## config.mk

```make
export PLATFORM = sky130hd
export DESIGN_NAME = four_level_page_table_walker_flat
export DESIGN_NICKNAME = d
export VERILOG_FILES = /design/src/rtl/ptw_pkg.sv /design/src/rtl/ptw_if.sv /design/src/rtl/ptw_front.sv /design/src/rtl/ptw_queue.sv /design/src/rtl/ptw_back.sv /design/src/rtl/four_level_page_table_walker.sv /design/src/flat_wrapper.sv
export SDC_FILE = /design/constraint.sdc
export NUM_CORES = 1
export LEC_CHECK = 0
export ABC_CLOCK_PERIOD_IN_PS = 6800
export BUFFER_PORTS_ARGS = -buffer_cell sky130_fd_sc_hd__buf_2
export CAP_MARGIN = 20
export CORE_MARGIN = 5
export CORE_UTILIZATION = 55
export CTS_BUF_LIST = sky130_fd_sc_hd__clkbuf_8
export CTS_CLUSTER_SIZE = 8
export DETAILED_ROUTE_END_ITERATION = 7
export PLACE_DENSITY = 0.78
export SYNTH_ARGS = -nofsm -noshare
export SYNTH_HDL_FRONTEND = slang
export SYNTH_HIERARCHICAL = 1
export SYNTH_SLANG_ARGS = --single-unit
```

## constraint.sdc

```tcl
create_clock -name clk_i -period 6.8 [get_ports clk_i]
set_clock_uncertainty 0.1 [all_clocks]
set_input_delay 0.68 -clock clk_i [delete_from_list [all_inputs] [get_ports clk_i]]
set_output_delay 0.68 -clock clk_i [all_outputs]
set_load 0.02 [all_outputs]
```

## src/rtl/ptw_pkg.sv

```systemverilog
// Package for the four-level page table walker.
// Holds field widths, operation and result codes, and the command type
// passed from the walk front end to the address back end. No dependencies.
package ptw_pkg;

  // Physical address bits kept in table bases (range 32..52)
  localparam int PHYS_BITS = 36;

  // Field widths
  localparam int OP_W    = 1;
  localparam int ROOT_W  = 36;
  localparam int LA_W    = 48;
  localparam int ENTRY_W = 64;
  localparam int KIND_W  = 2;
  localparam int ADDR_W  = 52;
  localparam int OFF_W   = 30;
  localparam int IDX_W   = 9;
  localparam int PAGE_SHIFT = 12;

  // Entry bit positions
  localparam int PRESENT_POS = 0;
  localparam int LARGE_POS   = 7;
  localparam int GIB_SHIFT   = 30;

  // Linear address index positions per level
  localparam int IDX1_POS = 39;
  localparam int IDX2_POS = 30;
  localparam int IDX3_POS = 21;
  localparam int IDX4_POS = 12;
  localparam int MIB_OFF_W = 21;

  // Input operation codes
  localparam logic [OP_W-1:0] OP_TRANSLATE = 1'b0;
  localparam logic [OP_W-1:0] OP_ENTRY     = 1'b1;

  // Result kinds
  typedef enum logic [KIND_W-1:0] {
    KIND_READ  = 2'd0,
    KIND_DONE  = 2'd1,
    KIND_FAULT = 2'd2
  } kind_e;

  // One result to form: address = base + offset
  typedef struct packed {
    kind_e              kind;
    logic [ADDR_W-1:0]  base;
    logic [OFF_W-1:0]   offset;
  } cmd_t;

  // Command queue between front and back
  localparam int QDEPTH = 2;
  localparam int QPTR_W = $clog2(QDEPTH);
  localparam int QCNT_W = $clog2(QDEPTH + 1);

endpackage

```

## src/rtl/ptw_if.sv

```systemverilog
// Valid/ready channel interfaces for the page table walker.
// Depends on ptw_pkg for the payload widths.
interface ptw_req_if import ptw_pkg::*; ();
  logic                valid;
  logic                ready;
  logic [OP_W-1:0]     op;
  logic [ROOT_W-1:0]   table_root;
  logic [LA_W-1:0]     linear_address;
  logic [ENTRY_W-1:0]  entry_word;

  modport source (output valid, op, table_root, linear_address, entry_word, input ready);
  modport sink   (input valid, op, table_root, linear_address, entry_word, output ready);
endinterface

interface ptw_rsp_if import ptw_pkg::*; ();
  logic               valid;
  logic               ready;
  logic [KIND_W-1:0]  kind;
  logic [ADDR_W-1:0]  address;

  modport source (output valid, kind, address, input ready);
  modport sink   (input valid, kind, address, output ready);
endinterface

```

## src/rtl/ptw_front.sv

```systemverilog
// Walk front end: accepts transactions, tracks the walk level and the held
// linear address, and turns each productive transaction into a command.
// Depends on ptw_pkg.
module ptw_front import ptw_pkg::*; (
  input  logic               clk_i,
  input  logic               rst_ni,
  input  logic               valid_i,
  output logic               ready_o,
  input  logic [OP_W-1:0]    op_i,
  input  logic [ROOT_W-1:0]  table_root_i,
  input  logic [LA_W-1:0]    linear_address_i,
  input  logic [ENTRY_W-1:0] entry_word_i,
  output logic               push_o,
  output cmd_t               cmd_o,
  input  logic               q_ready_i
);

  localparam logic [2:0] LVL_IDLE = 3'd0;
  localparam logic [2:0] LVL_1    = 3'd1;
  localparam logic [2:0] LVL_2    = 3'd2;
  localparam logic [2:0] LVL_3    = 3'd3;
  localparam logic [2:0] LVL_4    = 3'd4;

  logic [2:0]        level_q, level_d;
  logic [LA_W-1:0]   la_q, la_d;
  logic              accept;
  logic              emit;
  logic              present;
  logic              large_page;
  logic [ADDR_W-1:0] ent_base;
  logic [ADDR_W-1:0] gib_base;
  logic [ADDR_W-1:0] root_base;
  logic [OFF_W-1:0]  idx_off2, idx_off3, idx_off4, root_off;

  assign ready_o    = q_ready_i;
  assign accept     = valid_i && ready_o;
  assign present    = entry_word_i[PRESENT_POS];
  assign large_page = entry_word_i[LARGE_POS];

  // Form candidate bases and index offsets
  assign ent_base  = ADDR_W'(entry_word_i[PHYS_BITS-1:PAGE_SHIFT]) << PAGE_SHIFT;
  assign gib_base  = {entry_word_i[ADDR_W-1:GIB_SHIFT], {GIB_SHIFT{1'b0}}};
  assign root_base = ADDR_W'({table_root_i[ROOT_W-1:4], 4'b0});
  assign root_off  = OFF_W'({linear_address_i[IDX1_POS +: IDX_W], 3'b0});
  assign idx_off2  = OFF_W'({la_q[IDX2_POS +: IDX_W], 3'b0});
  assign idx_off3  = OFF_W'({la_q[IDX3_POS +: IDX_W], 3'b0});
  assign idx_off4  = OFF_W'({la_q[IDX4_POS +: IDX_W], 3'b0});

  // Classify the transaction and pick the next level
  always_comb begin
    level_d     = level_q;
    la_d        = la_q;
    emit        = 1'b0;
    cmd_o.kind   = KIND_READ;
    cmd_o.base   = ent_base;
    cmd_o.offset = '0;
    case (level_q)
      LVL_1, LVL_2, LVL_3, LVL_4: begin
        if (op_i == OP_ENTRY) begin
          emit = 1'b1;
          if (!present) begin
            level_d      = LVL_IDLE;
            cmd_o.kind   = KIND_FAULT;
            cmd_o.base   = '0;
          end else begin
            case (level_q)
              LVL_1: begin
                level_d      = LVL_2;
                cmd_o.offset = idx_off2;
              end
              LVL_2: begin
                if (large_page) begin
                  level_d      = LVL_IDLE;
                  cmd_o.kind   = KIND_DONE;
                  cmd_o.base   = gib_base;
                  cmd_o.offset = la_q[OFF_W-1:0];
                end else begin
                  level_d      = LVL_3;
                  cmd_o.offset = idx_off3;
                end
              end
              LVL_3: begin
                if (large_page) begin
                  level_d      = LVL_IDLE;
                  cmd_o.kind   = KIND_DONE;
                  cmd_o.offset = OFF_W'(la_q[MIB_OFF_W-1:0]);
                end else begin
                  level_d      = LVL_4;
                  cmd_o.offset = idx_off4;
                end
              end
              default: begin
                level_d      = LVL_IDLE;
                cmd_o.kind   = KIND_DONE;
                cmd_o.offset = OFF_W'(la_q[PAGE_SHIFT-1:0]);
              end
            endcase
          end
        end
      end
      default: begin
        if (op_i == OP_TRANSLATE) begin
          emit         = 1'b1;
          level_d      = LVL_1;
          la_d         = linear_address_i;
          cmd_o.base   = root_base;
          cmd_o.offset = root_off;
        end
      end
    endcase
  end

  assign push_o = accept && emit;

  // Advance walk state on accepted transactions only
  always_ff @(posedge clk_i or negedge rst_ni) begin
    if (!rst_ni) begin
      level_q <= LVL_IDLE;
      la_q    <= '0;
    end else if (accept) begin
      level_q <= level_d;
      la_q    <= la_d;
    end
  end

  a_fault_idles: assert property (@(posedge clk_i) disable iff (!rst_ni)
    push_o && cmd_o.kind == KIND_FAULT |=> level_q == LVL_IDLE)
    else $error("fault did not return walker to idle");

  a_read_busy: assert property (@(posedge clk_i) disable iff (!rst_ni)
    push_o && cmd_o.kind == KIND_READ |=> level_q != LVL_IDLE)
    else $error("entry read issued but walker idle");

  a_idle_entry_dropped: assert property (@(posedge clk_i) disable iff (!rst_ni)
    accept && level_q == LVL_IDLE && op_i == OP_ENTRY |-> !push_o)
    else $error("entry while idle produced a result");

endmodule

```

## src/rtl/ptw_queue.sv

```systemverilog
// Short command queue between the walk front end and the address back end.
// Depends on ptw_pkg for cmd_t and the queue depth.
module ptw_queue import ptw_pkg::*; (
  input  logic  clk_i,
  input  logic  rst_ni,
  input  logic  push_i,
  input  cmd_t  cmd_i,
  output logic  ready_o,
  output logic  valid_o,
  output cmd_t  cmd_o,
  input  logic  pop_i
);

  cmd_t              mem_q [QDEPTH];
  logic [QPTR_W-1:0] wr_ptr_q, rd_ptr_q;
  logic [QCNT_W-1:0] count_q;
  logic              do_push, do_pop;

  assign ready_o = count_q != QCNT_W'(QDEPTH);
  assign valid_o = count_q != '0;
  assign cmd_o   = mem_q[rd_ptr_q];
  assign do_push = push_i && ready_o;
  assign do_pop  = pop_i && valid_o;

  // Store commands
  always_ff @(posedge clk_i) begin
    if (do_push) begin
      mem_q[wr_ptr_q] <= cmd_i;
    end
  end

  // Track pointers and fill level
  always_ff @(posedge clk_i or negedge rst_ni) begin
    if (!rst_ni) begin
      wr_ptr_q <= '0;
      rd_ptr_q <= '0;
      count_q  <= '0;
    end else begin
      if (do_push) wr_ptr_q <= wr_ptr_q + 1'b1;
      if (do_pop)  rd_ptr_q <= rd_ptr_q + 1'b1;
      if (do_push && !do_pop) begin
        count_q <= count_q + 1'b1;
      end else if (do_pop && !do_push) begin
        count_q <= count_q - 1'b1;
      end
    end
  end

  a_count_bound: assert property (@(posedge clk_i) disable iff (!rst_ni)
    count_q <= QCNT_W'(QDEPTH))
    else $error("command queue overfilled");

endmodule

```

## src/rtl/ptw_back.sv

```systemverilog
// Address back end: adds base and offset of each command and holds the
// result in the output register until the receiver takes it.
// Depends on ptw_pkg.
module ptw_back import ptw_pkg::*; (
  input  logic               clk_i,
  input  logic               rst_ni,
  input  logic               q_valid_i,
  input  cmd_t               cmd_i,
  output logic               pop_o,
  output logic               valid_o,
  input  logic               ready_i,
  output logic [KIND_W-1:0]  kind_o,
  output logic [ADDR_W-1:0]  address_o
);

  logic              out_valid_q;
  logic [KIND_W-1:0] kind_q;
  logic [ADDR_W-1:0] addr_q, addr_d;

  assign pop_o     = q_valid_i && (!out_valid_q || ready_i);
  assign addr_d    = cmd_i.base + ADDR_W'(cmd_i.offset);
  assign valid_o   = out_valid_q;
  assign kind_o    = kind_q;
  assign address_o = addr_q;

  // Hold valid until the transaction is taken
  always_ff @(posedge clk_i or negedge rst_ni) begin
    if (!rst_ni) begin
      out_valid_q <= 1'b0;
    end else if (pop_o) begin
      out_valid_q <= 1'b1;
    end else if (ready_i) begin
      out_valid_q <= 1'b0;
    end
  end

  // Load result payload
  always_ff @(posedge clk_i) begin
    if (pop_o) begin
      kind_q <= cmd_i.kind;
      addr_q <= addr_d;
    end
  end

endmodule

```

## src/rtl/four_level_page_table_walker.sv

```systemverilog
// Four-level page table walker with an external memory port.
// Input channel req_i carries one transaction per item: op 0 is a translate
// request (table_root, linear_address), op 1 is a page table entry returned
// from memory (entry_word). Output channel rsp_o carries one transaction per
// result: kind 0 asks for an entry read at address, kind 1 gives the physical
// address of a finished walk, kind 2 reports a not-present fault.
// A translate request while a walk is active, and an entry while idle, are
// taken and dropped without a result.
// Each result is written into the command queue, then into the output register
// that drives rsp_o. Throughput: one transaction per cycle while the queue has
// room; the front end classifies in the accept cycle, a two-entry command queue
// decouples it from the back end, whose 52-bit add feeds the output register.
// When the receiver stalls, the output register holds and the queue fills;
// req_i.ready drops only when the queue is full.
// Reset (rst_ni low, asynchronous) returns the walker to idle and empties
// the queue and output register.
// Depends on ptw_pkg, ptw_if, ptw_front, ptw_queue and ptw_back.
module four_level_page_table_walker import ptw_pkg::*; (
  input  logic       clk_i,
  input  logic       rst_ni,
  ptw_req_if.sink    req_i,
  ptw_rsp_if.source  rsp_o
);

  logic push;
  cmd_t push_cmd;
  logic q_ready;
  logic q_valid;
  cmd_t q_cmd;
  logic pop;

  // Classify and walk
  ptw_front u_front (
    .clk_i            (clk_i),
    .rst_ni           (rst_ni),
    .valid_i          (req_i.valid),
    .ready_o          (req_i.ready),
    .op_i             (req_i.op),
    .table_root_i     (req_i.table_root),
    .linear_address_i (req_i.linear_address),
    .entry_word_i     (req_i.entry_word),
    .push_o           (push),
    .cmd_o            (push_cmd),
    .q_ready_i        (q_ready)
  );

  // Decouple front and back
  ptw_queue u_queue (
    .clk_i   (clk_i),
    .rst_ni  (rst_ni),
    .push_i  (push),
    .cmd_i   (push_cmd),
    .ready_o (q_ready),
    .valid_o (q_valid),
    .cmd_o   (q_cmd),
    .pop_i   (pop)
  );

  // Form addresses and drive the output channel
  ptw_back u_back (
    .clk_i     (clk_i),
    .rst_ni    (rst_ni),
    .q_valid_i (q_valid),
    .cmd_i     (q_cmd),
    .pop_o     (pop),
    .valid_o   (rsp_o.valid),
    .ready_i   (rsp_o.ready),
    .kind_o    (rsp_o.kind),
    .address_o (rsp_o.address)
  );

endmodule

```

## src/flat_wrapper.sv

```systemverilog
// flat-port wrapper written by rule: the top's interface ports become plain ports
module four_level_page_table_walker_flat import ptw_pkg::*;
  (clk_i, rst_ni, req_i_valid, req_i_op, req_i_table_root, req_i_linear_address, req_i_entry_word, req_i_ready, rsp_o_valid, rsp_o_kind, rsp_o_address, rsp_o_ready);
  ptw_req_if req_i_i ();
  ptw_rsp_if rsp_o_i ();
  input  logic clk_i;
  input  logic rst_ni;
  input wire logic [$bits(req_i_i.valid)-1:0] req_i_valid;
  input wire logic [$bits(req_i_i.op)-1:0] req_i_op;
  input wire logic [$bits(req_i_i.table_root)-1:0] req_i_table_root;
  input wire logic [$bits(req_i_i.linear_address)-1:0] req_i_linear_address;
  input wire logic [$bits(req_i_i.entry_word)-1:0] req_i_entry_word;
  output wire logic [$bits(req_i_i.ready)-1:0] req_i_ready;
  output wire logic [$bits(rsp_o_i.valid)-1:0] rsp_o_valid;
  output wire logic [$bits(rsp_o_i.kind)-1:0] rsp_o_kind;
  output wire logic [$bits(rsp_o_i.address)-1:0] rsp_o_address;
  input wire logic [$bits(rsp_o_i.ready)-1:0] rsp_o_ready;
  assign req_i_i.valid = req_i_valid;
  assign req_i_i.op = req_i_op;
  assign req_i_i.table_root = req_i_table_root;
  assign req_i_i.linear_address = req_i_linear_address;
  assign req_i_i.entry_word = req_i_entry_word;
  assign req_i_ready = req_i_i.ready;
  assign rsp_o_valid = rsp_o_i.valid;
  assign rsp_o_kind = rsp_o_i.kind;
  assign rsp_o_address = rsp_o_i.address;
  assign rsp_o_i.ready = rsp_o_ready;
  four_level_page_table_walker u_core (.clk_i(clk_i), .rst_ni(rst_ni), .req_i(req_i_i), .rsp_o(rsp_o_i));
endmodule
```

==> flow_metrics.py <==
metrics = {
    "global_route": {
        "overflow": 0,
        "grt_pass1_vias": 8411,
        "grt_start_max_net_pins": 64,
        "grtUsageTotal_pct": 20.6,
        "grt_pass1_wl_mm": 43.5,
        "antenna_found_initial": 2,
    },
    "floorplan": {
        "start_util_pct": 55.7,
        "boundaryPins": 209,
        "die_width_um": 164,
        "std_cell_rows": 56,
        "die_height_um": 164,
        "core_area_um2": 23400,
        "die_area_um2": 26900,
    },
    "route": {
        "vias": 8401,
        "antenna_left": 0,
        "wl_mm": 27.8,
        "routedWlPerCell_um": 18.3,
        "via_per_inst": 5.55,
        "drc": 0,
        "dr.pass1.iters": 5,
        "drt_iter0_markers": 643,
    },
    "timing": {
        "period_needed_ns": 4.17,
        "rsz0062_at_grt": "false",
        "drv_slew": 0,
        "final.setup.worst_slack_ns": 2.63,
        "setup_tns_ns": 0,
        "slew_headroom_pct": 32.2,
        "fmax_mhz": 240,
        "worstMarginPinSlew_ns": 1.01,
        "setup_viol": 0,
        "timing_hold_violations_final": 0,
        "finalCritPeriodShare_pct": 61.3,
    },
    "synth": {
        "ys_ff_latch": 269,
        "synth_edf_count": 222,
        "synthArstFlopShare_pct": 17.5,
        "ys_seq_area_share_pct": 60.2,
        "synthesis.area_um2": 13000,
        "netlist_instances": 977,
        "synthFlopType": "edfxtp_1",
        "netlist-cell-type-count": 62,
        "synth_top_family_by_area": "multiplexers",
        "synth-adder-area-share_pct": 3.22,
        "yosysWarnings": 6,
        "synth-xor-area-share_pct": 3.76,
        "yosys.area_share.simple_pct": 9.36,
        "synth_compound_area_share_pct": 9.41,
        "avgSynthCellArea_um2": 13.3,
        "synth_mux_area_share_pct": 10.7,
    },
    "setup_path": {
        "criticalPathCategory": "reg -> reg",
        "crit_path_top_delay_cell": "dfrtp_4",
        "max_stage_delay_ns": 1.00,
        "crit_family": "compound AO/OA/AOI/OAI gates",
        "start_kind": "flip-flop",
        "timing.reg2reg.setup_slack_ns": 2.63,
        "critical_path_arrival_ns": 4.34,
        "crit_fanout": 63,
        "path_cells": "mux2_2, ha_1, fa_1, a21o_1, a311o_1, a21oi_2, o31ai_4, a2bb2oi_2, nor3_1, xor2_1",
        "crit_required_ns": 6.97,
        "cp-end-kind": "flip-flop",
        "critical_path_buf_inv_count": 0,
    },
    "clock_network": {
        "cts_buffers": 44,
        "cts.htree.levels": 2,
        "cts_num_sinks": 269,
        "cts_tree": "done",
        "ctsResizeCount": 0,
        "root_buffer": "clkbuf_8",
        "post_cts_buffers": 0,
        "cts_buffer_depth": 3,
        "clk_pin_slew_worst_paths_ns": 0.06,
        "hold_buffers": 0,
        "clock_latency_ns": 0.54,
    },
    "placed_design": {
        "portBuffers": 182,
        "gp_congestion": 0.906,
        "hpwl_mm": 19.8,
        "place_ws_ns": 2.64,
    },
    "finish": {
        "layout-drive-gt1-share_pct": 28.3,
        "area.growth.synth_to_final_pct": 14.6,
        "regArea_um2": 7850,
        "nFillCells": 1816,
        "fin_nets": 1350,
        "multi_input_area_um2": 4790,
    },
    "power": {
        "power.leakage_nw": 5.95,
        "ir_drop_mv": 0.215,
        "p_per_area_nw_per_um2": 502,
    },
    "min_path": {
        "hold_path.class": "in -> async",
    },
    "run_status": {
        "status": "complete, no violations",
    },
    "flow_run": {
        "drv_cap": 0,
    },
}
-- power by group --
part	internal [mW]	switching [mW]	leakage [nW]
Sequential	2.60	0.314	2.64
Combinational	1.31	2.02	2.86
Clock	0.657	0.592	0.456
-- registers in the layout, indices dropped and copies added (netlist names) --
name	flops
u_core/u_queue/mem_q	168
u_core/u_front/level_q	3
u_core/u_queue/count_q	2
u_core/u_queue/rd_ptr_q	1
u_core/u_back/valid_o	1
u_core/u_front/la_q	39
u_core/u_back/kind_o	2
u_core/u_queue/wr_ptr_q	1
u_core/u_back/address_o	52
-- layer usage --
metal | GRT usage, % | vias up | wire length, um
li1 | - | 4031 | -
met1 | 28.0 | 3988 | 11700
met2 | 33.3 | 332 | 13200
met3 | 5.45 | 46 | 2330
met4 | 5.64 | 4 | 546
met5 | 0 | - | 25
-- final timing paths --
kind                                           start                           to  depth (start not counted)
min in group clk_i          req_i_linear_address[23]      u_core/u_front/la_q[23]                          2
max reg2reg                  u_core/u_queue/rd_ptr_q  u_core/u_back/address_o[50]                         10
max                          u_core/u_queue/rd_ptr_q  u_core/u_back/address_o[50]                         10
min reg2reg                u_core/u_queue/count_q[1]    u_core/u_queue/count_q[1]                          1
min                                           rst_ni      u_core/u_front/la_q[29]                          2
max in group asynchronous                     rst_ni      u_core/u_queue/rd_ptr_q                          2
-- per-stage QoR --
| stage | hold slack, ns | utilization (%) | area, um^2 | total power [mW] | cells |
|---|---|---|---|---|---|
| 6_report | 0.125 | 63.8 | 14900 | 7.49 | 1514 |
| 4_1_cts | 0.120 | 63.8 | 14900 | 7.51 | 1512 |
| 3_5_place_dp | 0.386 | 60.4 | 14100 | 6.24 | 1436 |
| 2_1_floorplan | 0.284 | - | 13000 | 5.40 | 980 |
| 5_1_grt | 0.158 | 63.8 | 14900 | 7.96 | 1513 |
| 3_3_place_gp | 0.369 | 60.3 | 14100 | 6.14 | 1435 |
-- final cells by class --
type,instances,share of cell area (%)
Antenna cell,1,0.0168
Clock inverter,27,0.762
Tap cell,319,2.67
Multi-Input combinational cell,626,32.0
Sequential cell,269,52.5
Clock buffer,49,4.52
Inverter,34,0.854
Timing Repair Buffer,189,6.60
-- synth_stat cells (5+ instances only) --
cell type  number  area [um^2]
buf_4           9         67.6
o21ai_0        29          145
nor4_1         10         62.6
nand2_1        49          184
and3_1         14         87.6
o221a_2         6         67.6
a21o_1         10         75.1
nand3_1        16         80.1
buf_6           9          101
xnor2_1        19          166
nor2_1         32          120
and2_1         39          244
a22o_1         18          158
ha_1           32          400
nor2b_1         5         31.3
buf_2          14         70.1
mux2_2         73          822
inv_1          34          128
xor2_1         37          324
nand4_1        13         81.3
edfxtp_1      222         6670
o32ai_1        10         87.6
nand2b_1       26          163
nor3_1         10         50.1
clkbuf_1       19         71.3
a21oi_1        72          360
mux2_1         50          563
dfrtp_1        47         1180
-- placed cells by master, fill, tap and decap left out, types with 3 or more instances in the layout --
| cell | count |
|---|---|
| dfrtp_1 | 46 |
| a31oi_1 | 4 |
| edfxtp_1 | 222 |
| a211oi_1 | 3 |
| buf_4 | 4 |
| nand4_1 | 13 |
| a21oi_1 | 72 |
| o21ai_0 | 29 |
| o21bai_1 | 3 |
| nand3_1 | 15 |
| mux2_1 | 50 |
| o22ai_1 | 3 |
| a21o_1 | 10 |
| nand2_1 | 49 |
| a21oi_2 | 3 |
| and3_1 | 13 |
| nor4_1 | 10 |
| nor2_1 | 31 |
| o221a_2 | 6 |
| a22o_1 | 18 |
| nor3_1 | 10 |
| and2_1 | 38 |
| clkinv_1 | 9 |
| xor2_1 | 37 |
| buf_2 | 183 |
| ha_1 | 32 |
| nor3b_1 | 4 |
| mux2_2 | 73 |
| xnor2_1 | 19 |
| nand2b_1 | 26 |
| o21ai_1 | 4 |
| clkbuf_8 | 49 |
| conb_1 | 4 |
| nor2b_1 | 5 |
| o32ai_1 | 10 |
| inv_1 | 49 |
-- worst reg2reg max path, cell delays in order (launching register included) --
cell and delay, ns:
dfrtp_4 1.00, mux2_2 0.43, ha_1 0.23, fa_1 0.41
a21o_1 0.21, a311o_1 0.42, a21oi_2 0.26, o31ai_4 0.13
a2bb2oi_2 0.44, nor3_1 0.12, xor2_1 0.16
-- logic make-up (layout without fill, tap and decap cells) --
| logic type | count (synthesis) | in the layout |
|---|---|---|
| AO/OA/AOI/OAI | 182 | 182 |
| XOR/XNOR | 56 | 56 |
| adder cells (fa/ha/maj) | 33 | 33 |
| buffers and inverters | 85 | 299 |
| flip-flops | 269 | 269 |
| multiplexers | 124 | 124 |
| other | 1 | 5 |
| AND/OR/NAND/NOR | 227 | 227 |
No activity file was read; power rests on OpenSTA's default activity.
